==> src/hw/rtl/tps_pkg.sv <==
package tps_pkg;

  // Table geometry.
  localparam int unsigned DEVICES = 16;
  localparam int unsigned BUSES   = 2;
  localparam int unsigned ENTRIES = BUSES * DEVICES;
  localparam int unsigned IDX_W   = $clog2(DEVICES);
  localparam int unsigned CNT_W   = $clog2(DEVICES + 1);
  localparam int unsigned ADDR_W  = $clog2(ENTRIES);

  // Field widths.
  localparam int unsigned ID_W     = 8;
  localparam int unsigned FRAME_W  = 16;
  localparam int unsigned PRIO_W   = 7;
  localparam int unsigned MISS_W   = 8;
  localparam int unsigned MODE_W   = 2;
  localparam int unsigned BUS_W    = 1;
  localparam int unsigned STRAT_W  = 2;
  localparam int unsigned AGE_W    = FRAME_W + 1;
  localparam int unsigned SCORE_W  = PRIO_W + AGE_W;
  localparam int unsigned BOOST_W  = MISS_W + 2;

  // Stream packing.
  localparam int unsigned IN_TDATA_W  = ID_W + FRAME_W;
  localparam int unsigned IN_TUSER_W  = MODE_W + BUS_W;
  localparam int unsigned OUT_TDATA_W = ID_W;

  // Constants of the scheduling rules.
  localparam logic [ID_W-1:0]   NO_DEVICE      = 8'hFF;
  localparam logic [ID_W-1:0]   ID_NONE        = 8'h00;
  localparam logic [MISS_W-1:0] MISS_THRESHOLD = 8'd10;
  localparam logic [MISS_W-1:0] MISS_MAX       = 8'hFF;
  localparam logic [PRIO_W-1:0] PRIO_CAP       = 7'd100;
  localparam logic [PRIO_W-1:0] PRIO_START     = 7'd50;
  localparam logic [PRIO_W-1:0] PRIO_HIGH      = 7'd80;
  localparam logic [PRIO_W-1:0] PRIO_MID       = 7'd50;
  localparam logic [PRIO_W-1:0] PRIO_LOW       = 7'd30;
  localparam logic [PRIO_W-1:0] PRIO_LOWEST    = 7'd20;

  typedef enum logic [MODE_W-1:0] {
    MODE_CLEAR   = 2'd0,
    MODE_TICK    = 2'd1,
    MODE_REQUEST = 2'd2,
    MODE_SELECT  = 2'd3
  } mode_e;

  typedef enum logic [STRAT_W-1:0] {
    STRAT_RR    = 2'd0,
    STRAT_FIXED = 2'd1,
    STRAT_ADAPT = 2'd2,
    STRAT_NONE  = 2'd3
  } strategy_e;

  // Operation carried out by the table scan.
  typedef enum logic [1:0] {
    OP_REQUEST = 2'd0,
    OP_FIXED   = 2'd1,
    OP_ADAPT   = 2'd2
  } op_e;

  // One device table entry as stored in the entry RAM.
  typedef struct packed {
    logic [ID_W-1:0]    ident;
    logic [PRIO_W-1:0]  fixed_prio;
    logic [FRAME_W-1:0] last_frame;
    logic [MISS_W-1:0]  miss_count;
    logic [PRIO_W-1:0]  adapt_prio;
  } entry_t;

  localparam int unsigned ENTRY_W = $bits(entry_t);

  // Result of evaluating one entry in the shared unit.
  typedef struct packed {
    logic               match;
    logic [SCORE_W-1:0] score;
    entry_t             upd;
  } eval_t;

  // Fixed priority of a new device, from the upper nibble of its id.
  function automatic logic [PRIO_W-1:0] prio_of(input logic [ID_W-1:0] id);
    logic [PRIO_W-1:0] p;
    unique case (id[7:4]) inside
      4'h0, 4'h1, 4'h2: p = PRIO_HIGH;
      4'h3:             p = PRIO_MID;
      4'h4:             p = PRIO_LOW;
      4'hB:             p = PRIO_LOWEST;
      default:          p = PRIO_MID;
    endcase
    return p;
  endfunction

endpackage

==> src/hw/rtl/tps_ram.sv <==
module tps_ram #(
  parameter int unsigned WIDTH = 8,
  parameter int unsigned DEPTH = 32
) (
  input  logic                     clk_i,
  input  logic                     we_i,
  input  logic [$clog2(DEPTH)-1:0] waddr_i,
  input  logic [WIDTH-1:0]         wdata_i,
  input  logic [$clog2(DEPTH)-1:0] raddr_i,
  output logic [WIDTH-1:0]         rdata_o
);

  logic [WIDTH-1:0] mem_q [DEPTH];

  // One write port and one registered read port.
  always_ff @(posedge clk_i) begin
    if (we_i) begin
      mem_q[waddr_i] <= wdata_i;
    end
    rdata_o <= mem_q[raddr_i];
  end

endmodule

==> src/hw/rtl/tps_eval.sv <==
module tps_eval (
  input  tps_pkg::op_e                   op_i,
  input  tps_pkg::entry_t                entry_i,
  input  logic [tps_pkg::FRAME_W-1:0]    frame_i,
  input  logic [tps_pkg::ID_W-1:0]       id_i,
  output tps_pkg::eval_t                 eval_o
);
  import tps_pkg::*;

  logic [FRAME_W-1:0] age;
  logic [AGE_W-1:0]   age_plus;
  logic [SCORE_W-1:0] product;
  logic [MISS_W-1:0]  excess;
  logic [BOOST_W-1:0] boosted;
  logic [PRIO_W-1:0]  new_adapt;
  logic [MISS_W-1:0]  new_miss;

  // Age-weighted fixed priority: frames since the last request, plus one.
  always_comb begin
    age      = frame_i - entry_i.last_frame;
    age_plus = AGE_W'(age) + AGE_W'(1);
    product  = SCORE_W'(entry_i.fixed_prio) * SCORE_W'(age_plus);
  end

  // Adaptive priority: boost by missed responses, else decay toward fixed.
  always_comb begin
    excess  = entry_i.miss_count - MISS_THRESHOLD;
    boosted = BOOST_W'(entry_i.fixed_prio) + BOOST_W'({excess, 1'b0});
    if (entry_i.miss_count > MISS_THRESHOLD) begin
      if (boosted > BOOST_W'(PRIO_CAP)) begin
        new_adapt = PRIO_CAP;
      end else begin
        new_adapt = boosted[PRIO_W-1:0];
      end
    end else if (entry_i.adapt_prio > entry_i.fixed_prio) begin
      new_adapt = entry_i.adapt_prio - PRIO_W'(1);
    end else begin
      new_adapt = entry_i.adapt_prio;
    end
  end

  // Request bookkeeping: saturating miss counter.
  always_comb begin
    if (entry_i.miss_count == MISS_MAX) begin
      new_miss = MISS_MAX;
    end else begin
      new_miss = entry_i.miss_count + MISS_W'(1);
    end
  end

  // Select the outputs for the operation in progress.
  always_comb begin
    eval_o.match = (entry_i.ident == id_i);
    eval_o.upd   = entry_i;
    eval_o.score = '0;
    case (op_i)
      OP_REQUEST: begin
        eval_o.upd.last_frame = frame_i;
        eval_o.upd.miss_count = new_miss;
      end
      OP_FIXED: begin
        eval_o.score = product;
      end
      OP_ADAPT: begin
        eval_o.score          = SCORE_W'(new_adapt);
        eval_o.upd.adapt_prio = new_adapt;
      end
      default: begin
        eval_o.score = '0;
      end
    endcase
  end

endmodule

==> src/hw/rtl/telemetry_poll_scheduler_unit.sv <==
// Channel  | Direction | Signals                         | Content
// s_axis   | in        | tvalid, tready, tdata, tuser    | one event request
// m_axis   | out       | tvalid, tready, tdata           | selected device id
// cfg      | in        | valid, ready, data              | strategy register
//
// Clear and frame tick events complete in the idle state. A round robin select
// passes through the S_RR and S_RESULT states to the output register. A request
// event or a priority select walks the bus table through the single read port of
// the entry RAM, one entry a cycle. A select waits while the output register is
// full; no request is taken until the sequencer is idle. Reset clears the counters
// and strategy, not the RAM.
module telemetry_poll_scheduler_unit (
  input  logic                           clk_i,
  input  logic                           rst_ni,
  input  logic                           s_axis_tvalid,
  output logic                           s_axis_tready,
  // tdata: device_id [7:0], frame_number [23:8]
  input  logic [tps_pkg::IN_TDATA_W-1:0] s_axis_tdata,
  // tuser: mode [1:0], bus [2]
  input  logic [tps_pkg::IN_TUSER_W-1:0] s_axis_tuser,
  output logic                           m_axis_tvalid,
  input  logic                           m_axis_tready,
  // tdata: selected_id [7:0]
  output logic [tps_pkg::OUT_TDATA_W-1:0] m_axis_tdata,
  input  logic                           cfg_valid_i,
  output logic                           cfg_ready_o,
  input  logic [tps_pkg::STRAT_W-1:0]    cfg_data_i
);
  import tps_pkg::*;

  typedef enum logic [3:0] {
    S_IDLE   = 4'b0001,
    S_SCAN   = 4'b0010,
    S_RR     = 4'b0100,
    S_RESULT = 4'b1000
  } state_e;

  function automatic logic [ADDR_W-1:0] entry_addr(input logic [BUS_W-1:0] b,
                                                   input logic [IDX_W-1:0] idx);
    return ADDR_W'(32'(b) * DEVICES + 32'(idx));
  endfunction

  state_e               state_q, state_d;
  op_e                  op_q, op_d;
  strategy_e            strategy_q;
  logic [BUS_W-1:0]     bus_q, bus_d;
  logic [ID_W-1:0]      id_q, id_d;
  logic [CNT_W-1:0]     issue_q, issue_d;
  logic                 rd_vld_q, rd_vld_d;
  logic [IDX_W-1:0]     rd_idx_q, rd_idx_d;
  logic [SCORE_W-1:0]   best_score_q, best_score_d;
  logic [ID_W-1:0]      best_id_q, best_id_d;
  logic [ID_W-1:0]      res_q, res_d;
  logic                 out_valid_q, out_valid_d;
  logic [ID_W-1:0]      out_data_q, out_data_d;
  logic [CNT_W-1:0]     dev_total_q [BUSES];
  logic [CNT_W-1:0]     dev_total_d [BUSES];
  logic [IDX_W-1:0]     rr_ptr_q [BUSES];
  logic [IDX_W-1:0]     rr_ptr_d [BUSES];
  logic [FRAME_W-1:0]   bus_frame_q [BUSES];
  logic [FRAME_W-1:0]   bus_frame_d [BUSES];

  logic                 in_fire;
  mode_e                in_mode;
  logic [BUS_W-1:0]     in_bus;
  logic [ID_W-1:0]      in_id;
  logic [FRAME_W-1:0]   in_frame;
  logic                 in_bus_ok;
  logic [CNT_W-1:0]     in_total;
  logic [IDX_W-1:0]     rr_next;
  logic [CNT_W-1:0]     cur_total;

  logic                 ram_we;
  logic [ADDR_W-1:0]    ram_waddr;
  entry_t               ram_wdata;
  logic [ADDR_W-1:0]    ram_raddr;
  entry_t               ram_rdata;
  logic [ENTRY_W-1:0]   ram_rdata_raw;
  eval_t                eval;
  entry_t               new_entry;

  // Stream unpacking.
  assign in_fire  = s_axis_tvalid && s_axis_tready;
  assign in_mode  = mode_e'(s_axis_tuser[MODE_W-1:0]);
  assign in_bus   = s_axis_tuser[MODE_W +: BUS_W];
  assign in_id    = s_axis_tdata[ID_W-1:0];
  assign in_frame = s_axis_tdata[ID_W +: FRAME_W];
  assign in_bus_ok = (32'(in_bus) < BUSES);

  assign s_axis_tready = (state_q == S_IDLE);
  assign m_axis_tvalid = out_valid_q;
  assign m_axis_tdata  = out_data_q;
  assign cfg_ready_o   = 1'b1;

  // Entry table storage for all buses.
  tps_ram #(
    .WIDTH (ENTRY_W),
    .DEPTH (ENTRIES)
  ) u_entry_ram (
    .clk_i   (clk_i),
    .we_i    (ram_we),
    .waddr_i (ram_waddr),
    .wdata_i (ram_wdata),
    .raddr_i (ram_raddr),
    .rdata_o (ram_rdata_raw)
  );

  assign ram_rdata = entry_t'(ram_rdata_raw);

  // Shared evaluation unit, fed by the entry coming out of the RAM.
  tps_eval u_eval (
    .op_i    (op_q),
    .entry_i (ram_rdata),
    .frame_i (bus_frame_q[bus_q]),
    .id_i    (id_q),
    .eval_o  (eval)
  );

  // Entry appended for a device not yet in the table.
  always_comb begin
    new_entry.ident      = id_q;
    new_entry.fixed_prio = prio_of(id_q);
    new_entry.last_frame = bus_frame_q[bus_q];
    new_entry.miss_count = MISS_W'(1);
    new_entry.adapt_prio = PRIO_START;
  end

  assign in_total  = in_bus_ok ? dev_total_q[in_bus] : '0;
  assign cur_total = dev_total_q[bus_q];
  assign rr_next   = ((CNT_W'(rr_ptr_q[in_bus]) + CNT_W'(1)) == in_total) ? '0
                   : rr_ptr_q[in_bus] + IDX_W'(1);

  // Sequencer.
  always_comb begin
    state_d      = state_q;
    op_d         = op_q;
    bus_d        = bus_q;
    id_d         = id_q;
    issue_d      = issue_q;
    rd_vld_d     = 1'b0;
    rd_idx_d     = rd_idx_q;
    best_score_d = best_score_q;
    best_id_d    = best_id_q;
    res_d        = res_q;
    out_valid_d  = out_valid_q;
    out_data_d   = out_data_q;
    dev_total_d  = dev_total_q;
    rr_ptr_d     = rr_ptr_q;
    bus_frame_d  = bus_frame_q;
    ram_we       = 1'b0;
    ram_waddr    = entry_addr(bus_q, rd_idx_q);
    ram_wdata    = eval.upd;
    ram_raddr    = entry_addr(bus_q, issue_q[IDX_W-1:0]);

    if (out_valid_q && m_axis_tready) begin
      out_valid_d = 1'b0;
    end

    unique case (state_q)
      S_IDLE: begin
        if (in_fire) begin
          bus_d        = in_bus;
          id_d         = in_id;
          issue_d      = '0;
          best_score_d = '0;
          best_id_d    = NO_DEVICE;
          unique case (in_mode)
            MODE_CLEAR: begin
              if (in_bus_ok) begin
                dev_total_d[in_bus] = '0;
                rr_ptr_d[in_bus]    = '0;
                bus_frame_d[in_bus] = '0;
              end
            end
            MODE_TICK: begin
              if (in_bus_ok) begin
                bus_frame_d[in_bus] = in_frame;
              end
            end
            MODE_REQUEST: begin
              if (in_bus_ok && in_id != ID_NONE && in_id != NO_DEVICE) begin
                op_d    = OP_REQUEST;
                state_d = S_SCAN;
              end
            end
            MODE_SELECT: begin
              if (!in_bus_ok || in_total == '0) begin
                res_d   = NO_DEVICE;
                state_d = S_RESULT;
              end else begin
                unique case (strategy_q)
                  STRAT_RR: begin
                    rr_ptr_d[in_bus] = rr_next;
                    ram_raddr        = entry_addr(in_bus, rr_next);
                    state_d          = S_RR;
                  end
                  STRAT_FIXED: begin
                    op_d    = OP_FIXED;
                    state_d = S_SCAN;
                  end
                  STRAT_ADAPT: begin
                    op_d    = OP_ADAPT;
                    state_d = S_SCAN;
                  end
                  default: begin
                    res_d   = NO_DEVICE;
                    state_d = S_RESULT;
                  end
                endcase
              end
            end
            default: begin
              state_d = S_IDLE;
            end
          endcase
        end
      end

      S_RR: begin
        res_d   = ram_rdata.ident;
        state_d = S_RESULT;
      end

      S_SCAN: begin
        // Issue the next table read.
        if (issue_q < cur_total) begin
          rd_vld_d = 1'b1;
          rd_idx_d = issue_q[IDX_W-1:0];
          issue_d  = issue_q + CNT_W'(1);
        end
        if (rd_vld_q) begin
          // Evaluate the entry that the RAM returns this cycle.
          case (op_q)
            OP_REQUEST: begin
              if (eval.match) begin
                ram_we   = 1'b1;
                rd_vld_d = 1'b0;
                state_d  = S_IDLE;
              end
            end
            OP_FIXED: begin
              if (eval.score > best_score_q) begin
                best_score_d = eval.score;
                best_id_d    = ram_rdata.ident;
              end
            end
            OP_ADAPT: begin
              ram_we = 1'b1;
              if (eval.score > best_score_q) begin
                best_score_d = eval.score;
                best_id_d    = ram_rdata.ident;
              end
            end
            default: begin
              state_d = S_IDLE;
            end
          endcase
        end else if (issue_q >= cur_total) begin
          // Table walked to its end.
          if (op_q == OP_REQUEST) begin
            if (cur_total < CNT_W'(DEVICES)) begin
              ram_we             = 1'b1;
              ram_waddr          = entry_addr(bus_q, cur_total[IDX_W-1:0]);
              ram_wdata          = new_entry;
              dev_total_d[bus_q] = cur_total + CNT_W'(1);
            end
            state_d = S_IDLE;
          end else begin
            res_d   = best_id_q;
            state_d = S_RESULT;
          end
        end
      end

      S_RESULT: begin
        if (!out_valid_q || m_axis_tready) begin
          out_valid_d = 1'b1;
          out_data_d  = res_q;
          state_d     = S_IDLE;
        end
      end

      default: begin
        state_d = S_IDLE;
      end
    endcase
  end

  // Control registers.
  always_ff @(posedge clk_i or negedge rst_ni) begin
    if (!rst_ni) begin
      state_q     <= S_IDLE;
      strategy_q  <= STRAT_RR;
      rd_vld_q    <= 1'b0;
      out_valid_q <= 1'b0;
      dev_total_q <= '{default: '0};
      rr_ptr_q    <= '{default: '0};
      bus_frame_q <= '{default: '0};
    end else begin
      state_q     <= state_d;
      rd_vld_q    <= rd_vld_d;
      out_valid_q <= out_valid_d;
      dev_total_q <= dev_total_d;
      rr_ptr_q    <= rr_ptr_d;
      bus_frame_q <= bus_frame_d;
      if (cfg_valid_i && cfg_ready_o) begin
        strategy_q <= strategy_e'(cfg_data_i);
      end
    end
  end

  // Datapath registers.
  always_ff @(posedge clk_i) begin
    op_q         <= op_d;
    bus_q        <= bus_d;
    id_q         <= id_d;
    issue_q      <= issue_d;
    rd_idx_q     <= rd_idx_d;
    best_score_q <= best_score_d;
    best_id_q    <= best_id_d;
    res_q        <= res_d;
    out_data_q   <= out_data_d;
  end

`ifndef SYNTHESIS
  // The entry RAM is written only while the table is being walked.
  assert property (@(posedge clk_i) disable iff (!rst_ni)
    ram_we |-> state_q == S_SCAN)
    else $error("entry RAM written outside a table walk");

  // Every entry evaluated lies inside the bus table.
  assert property (@(posedge clk_i) disable iff (!rst_ni)
    (state_q == S_SCAN && rd_vld_q) |-> CNT_W'(rd_idx_q) < dev_total_q[bus_q])
    else $error("entry read beyond the table fill");

  // The table never holds more devices than it has room for.
  assert property (@(posedge clk_i) disable iff (!rst_ni)
    state_q == S_SCAN |-> dev_total_q[bus_q] <= CNT_W'(DEVICES))
    else $error("device count beyond table size");

  // A finished select reaches the output register when it is free.
  assert property (@(posedge clk_i) disable iff (!rst_ni)
    (state_q == S_RESULT && !m_axis_tvalid) |=> m_axis_tvalid)
    else $error("result not loaded into a free output register");
`endif

endmodule

==> config.mk <==
export PLATFORM = sky130hd
export DESIGN_NAME = telemetry_poll_scheduler_unit
export DESIGN_NICKNAME = d
export VERILOG_FILES = /design/src/hw/rtl/tps_pkg.sv /design/src/hw/rtl/tps_ram.sv /design/src/hw/rtl/tps_eval.sv /design/src/hw/rtl/telemetry_poll_scheduler_unit.sv
export SDC_FILE = /design/constraint.sdc
export NUM_CORES = 2
export LEC_CHECK = 0
export ABC_AREA = 1
export BUFFER_PORTS_ARGS = -buffer_cell sky130_fd_sc_hd__buf_2
export CORE_UTILIZATION = 55
export DETAILED_ROUTE_END_ITERATION = 10
export GPL_TIMING_DRIVEN = 1
export PLACE_DENSITY_LB_ADDON = 0.05
export RECOVER_POWER = 50
export SLEW_MARGIN = 0
export SYNTH_ARGS = -nofsm -noshare
export SYNTH_HDL_FRONTEND = slang
export SYNTH_SLANG_ARGS = --single-unit
==> constraint.sdc <==
create_clock -name clk_i -period 9.1 [get_ports clk_i]
set_input_delay 0.91 -clock clk_i [delete_from_list [all_inputs] [get_ports clk_i]]
set_output_delay 0.91 -clock clk_i [all_outputs]
set_load 0.01 [all_outputs]
==> flow_summary.toml <==
[sta]
hold_viol_final = 0
slew_violations = 269
finalCritPeriodShare_pct = 92.6
tightest_slew_ns = 4.53
slew_headroom_pct = -205
skew_ns = 0.0460
setup_ws_ns = 0.671
final.min_clock_period_ns = 8.43
fmax_ghz = 0.119
finalSetupViolCount = 0
fin_hold_ws_ns = 0.302
finalSetupTns_ns = 0

[setup_path]
slowest_delay_ns = 0.53
end_kind = "register"
cp.arrival_ns = 8.95
timing.rr.end = "best_id_q[4]"
cpLargestDelayFamily = "adder cells"
cp_max_fo = 29
path_buf_inv = 7
reg2reg_depth = 41
critical_path_class = "register to register"
cp_data_required_time_ns = 9.62
startpoint_type = "register"
timing.rr.start = "bus_q"
reg2reg_slack_ns = 0.67
crit_slowest_cell = "fa_1"

[route]
drtAntennaViolNets = 0
drt_iter0_markers = 6092
routed_wl_um = 227000
via_count = 55500
drt_pass1_iterations = 7
wire_per_inst_um = 23.4
vias_per_cell = 5.73
drc_errors = 0

[floorplanning]
die_w_um = 378
dieHeight_um = 378
pin_count = 45
initial_core_util_pct = 55.6
dieArea_um2 = 143000
core_um2 = 140000
num_rows = 137

[grt]
grt_overflow = 0
grt_max_degree = 190
grt_pass1_wl_um = 336000
grt_pass1_vias = 53000
grt_use_total_pct = 31.8
antenna_found_initial = 2

[run]
maxCapViolations = 8

[yosys]
syn_inst = 7714
yosysTopAreaCell = "edfxtp_1"
synth-seq-area-share_pct = 62.4
syn-num-nets = 7939
avgSynthCellArea_um2 = 10.1
synth-main-ff-cell = "edfxtp_1"
yosys-top-cells-area = "edfxtp_1 (59%), nand3_1 (11%), nand2_1 (8.6%)"
ys_ff_latch = 1644
synth_cell_types = 57
synth-edff-count = 1540
async_flop_share_pct = 3.53
synth_top_area_share_pct = 59.3
yosysWarnings = 0
syn-cell-area_um2 = 77900

[clock_tree]
clk_path_buf_depth = 3
clk_latency_ns = 0.83
htreeDepth = 4
clkSinkCount = 1644
cts_tree = "yes"
cts.clk_slew.worst_paths_ns = 0.06
cts-buffers-inserted = 170
clockRootBuffer = "clkbuf_16"
cts_hold_buf = 0

[hold_path]
hp-start = "cfg_data_i[1]"
hold_path.class = "primary input to register"
worstHoldEndpoint = "strategy_q[1]"
min_path_cells = 3

[placed_design]
numPortBuffers = 43
hpwl_um = 120000
gp_congestion = 0.896
dp_slack_ns = 0.205

[finish]
fill_cells = 11600
fin_nets = 7878
syn2layout_area_growth_pct = 10.2
drive_gt1_share_pct = 6.67
final_util_pct = 61.3

[status]
status = "finished with violations"
violations = "max-capacitance violations, max-slew violations"
## repair_timing
action | CTS | global route
gates resized for setup | 0 | 32
buffers inserted | 0 | 1
setup endpoints to repair | 0 | 32
## state kept, by name, summed over array words and instances (netlist names), 5 cells and up
register,cells
rr_ptr_q,8
id_q,8
res_q,8
m_axis_tdata,8
issue_q,5
u_entry_ram.rdata_o,46
best_id_q,8
u_entry_ram.mem_q,1472
best_score_q,24
bus_frame_q,32
dev_total_q,10
## routing by layer
layer / part of all wire (%) / wire length (µm) / GRT usage, %
met1: 41 / 93200 / 42.5
met4: 3.7 / 8350 / 12.3
met2: 48 / 109000 / 52.7
met3: 7.3 / 16600 / 4.50
met5: 0.0057 / 13 / 0
## cells in the mapped netlist (10+ instances only)
cell type	n
nand3_1	1649
o22ai_1	26
nand3b_1	234
buf_2	211
or2_2	17
o21ai_0	145
nor3_1	25
fa_1	76
xor2_1	29
clkbuf_1	157
dfrtp_1	57
o211ai_1	10
xnor2_1	15
nand4_1	22
buf_4	14
nor2_1	206
nand2_1	1782
inv_1	1127
ha_1	115
buf_1	50
edfxtp_1	1540
a21oi_1	70
dfxtp_1	46
nor4_1	17
## final cells by class
class | instances | area, µm² | area share (%)
Antenna cell | 5 | 12.5 | 0.0146
Clock buffer | 228 | 4650 | 5.42
Clock inverter | 85 | 783 | 0.912
Inverter | 1135 | 4290 | 4.99
Multi-Input combinational cell | 4500 | 23500 | 27.4
Sequential cell | 1644 | 48600 | 56.6
Tap cell | 1876 | 2350 | 2.73
Timing Repair Buffer | 202 | 1630 | 1.90
## placed cells by master, fill, tap and decap left out, types with 25 or more instances in the layout
cell type	count
o22ai_1	25
clkbuf_16	172
clkinv_1	31
dfrtp_1	57
dfxtp_1	46
nand3b_1	234
fa_1	75
o21ai_0	117
inv_1	1126
nand3_1	1648
buf_4	121
nor2_4	32
clkbuf_1	74
a21oi_1	64
buf_2	25
xor2_1	26
nand2_1	1779
clkinv_2	30
ha_1	115
nor2_1	173
edfxtp_1	1540
## worst register-to-register path, delay by kind of cell (launching register included)
family	cells	cell delay, ns
fa+ha+maj	7	2.89
xor+xnor	2	0.47
buf+inv	7	0.78
flops	1	0.48
simple gates	15	1.92
compound gates	10	1.58
## worst max-delay path by stage
stage / startpoint / endpoint / slack [ns] / cells after the start
after floorplan: bus_q / best_id_q[0] / 0.19 / 45
after global placement: bus_q / best_id_q[2] / 0.22 / 43
after detailed placement: bus_q / best_id_q[2] / 0.21 / 43
after CTS: bus_q / best_score_q[7] / 0.21 / 43
after global routing: bus_q / best_score_q[1] / -0.02 / 44
final: bus_q / best_id_q[4] / 0.67 / 41
## cell families after synthesis
family                   after synthesis  share of synthesized area [%]
AO/OA/AOI/OAI                        294                           2.10
XOR/XNOR                              44                          0.495
adder cells (fa/ha/maj)              191                           3.80
buffers and inverters               1570                           8.00
flip-flops                          1644                           62.4
other                                  1                        0.00481
AND/OR/NAND/NOR                     3970                           23.2
## metrics by stage
stage	instance area, µm²	instances
final	85900	9675
after global routing	85900	9672
after CTS	85900	9669
after detailed placement	80500	9356
after global placement	80500	9356
after floorplan	77900	7714
Power is left out: the tool's default activity adds up to more than one toggle a clock period on the data nets, which glitch-free logic cannot reach.
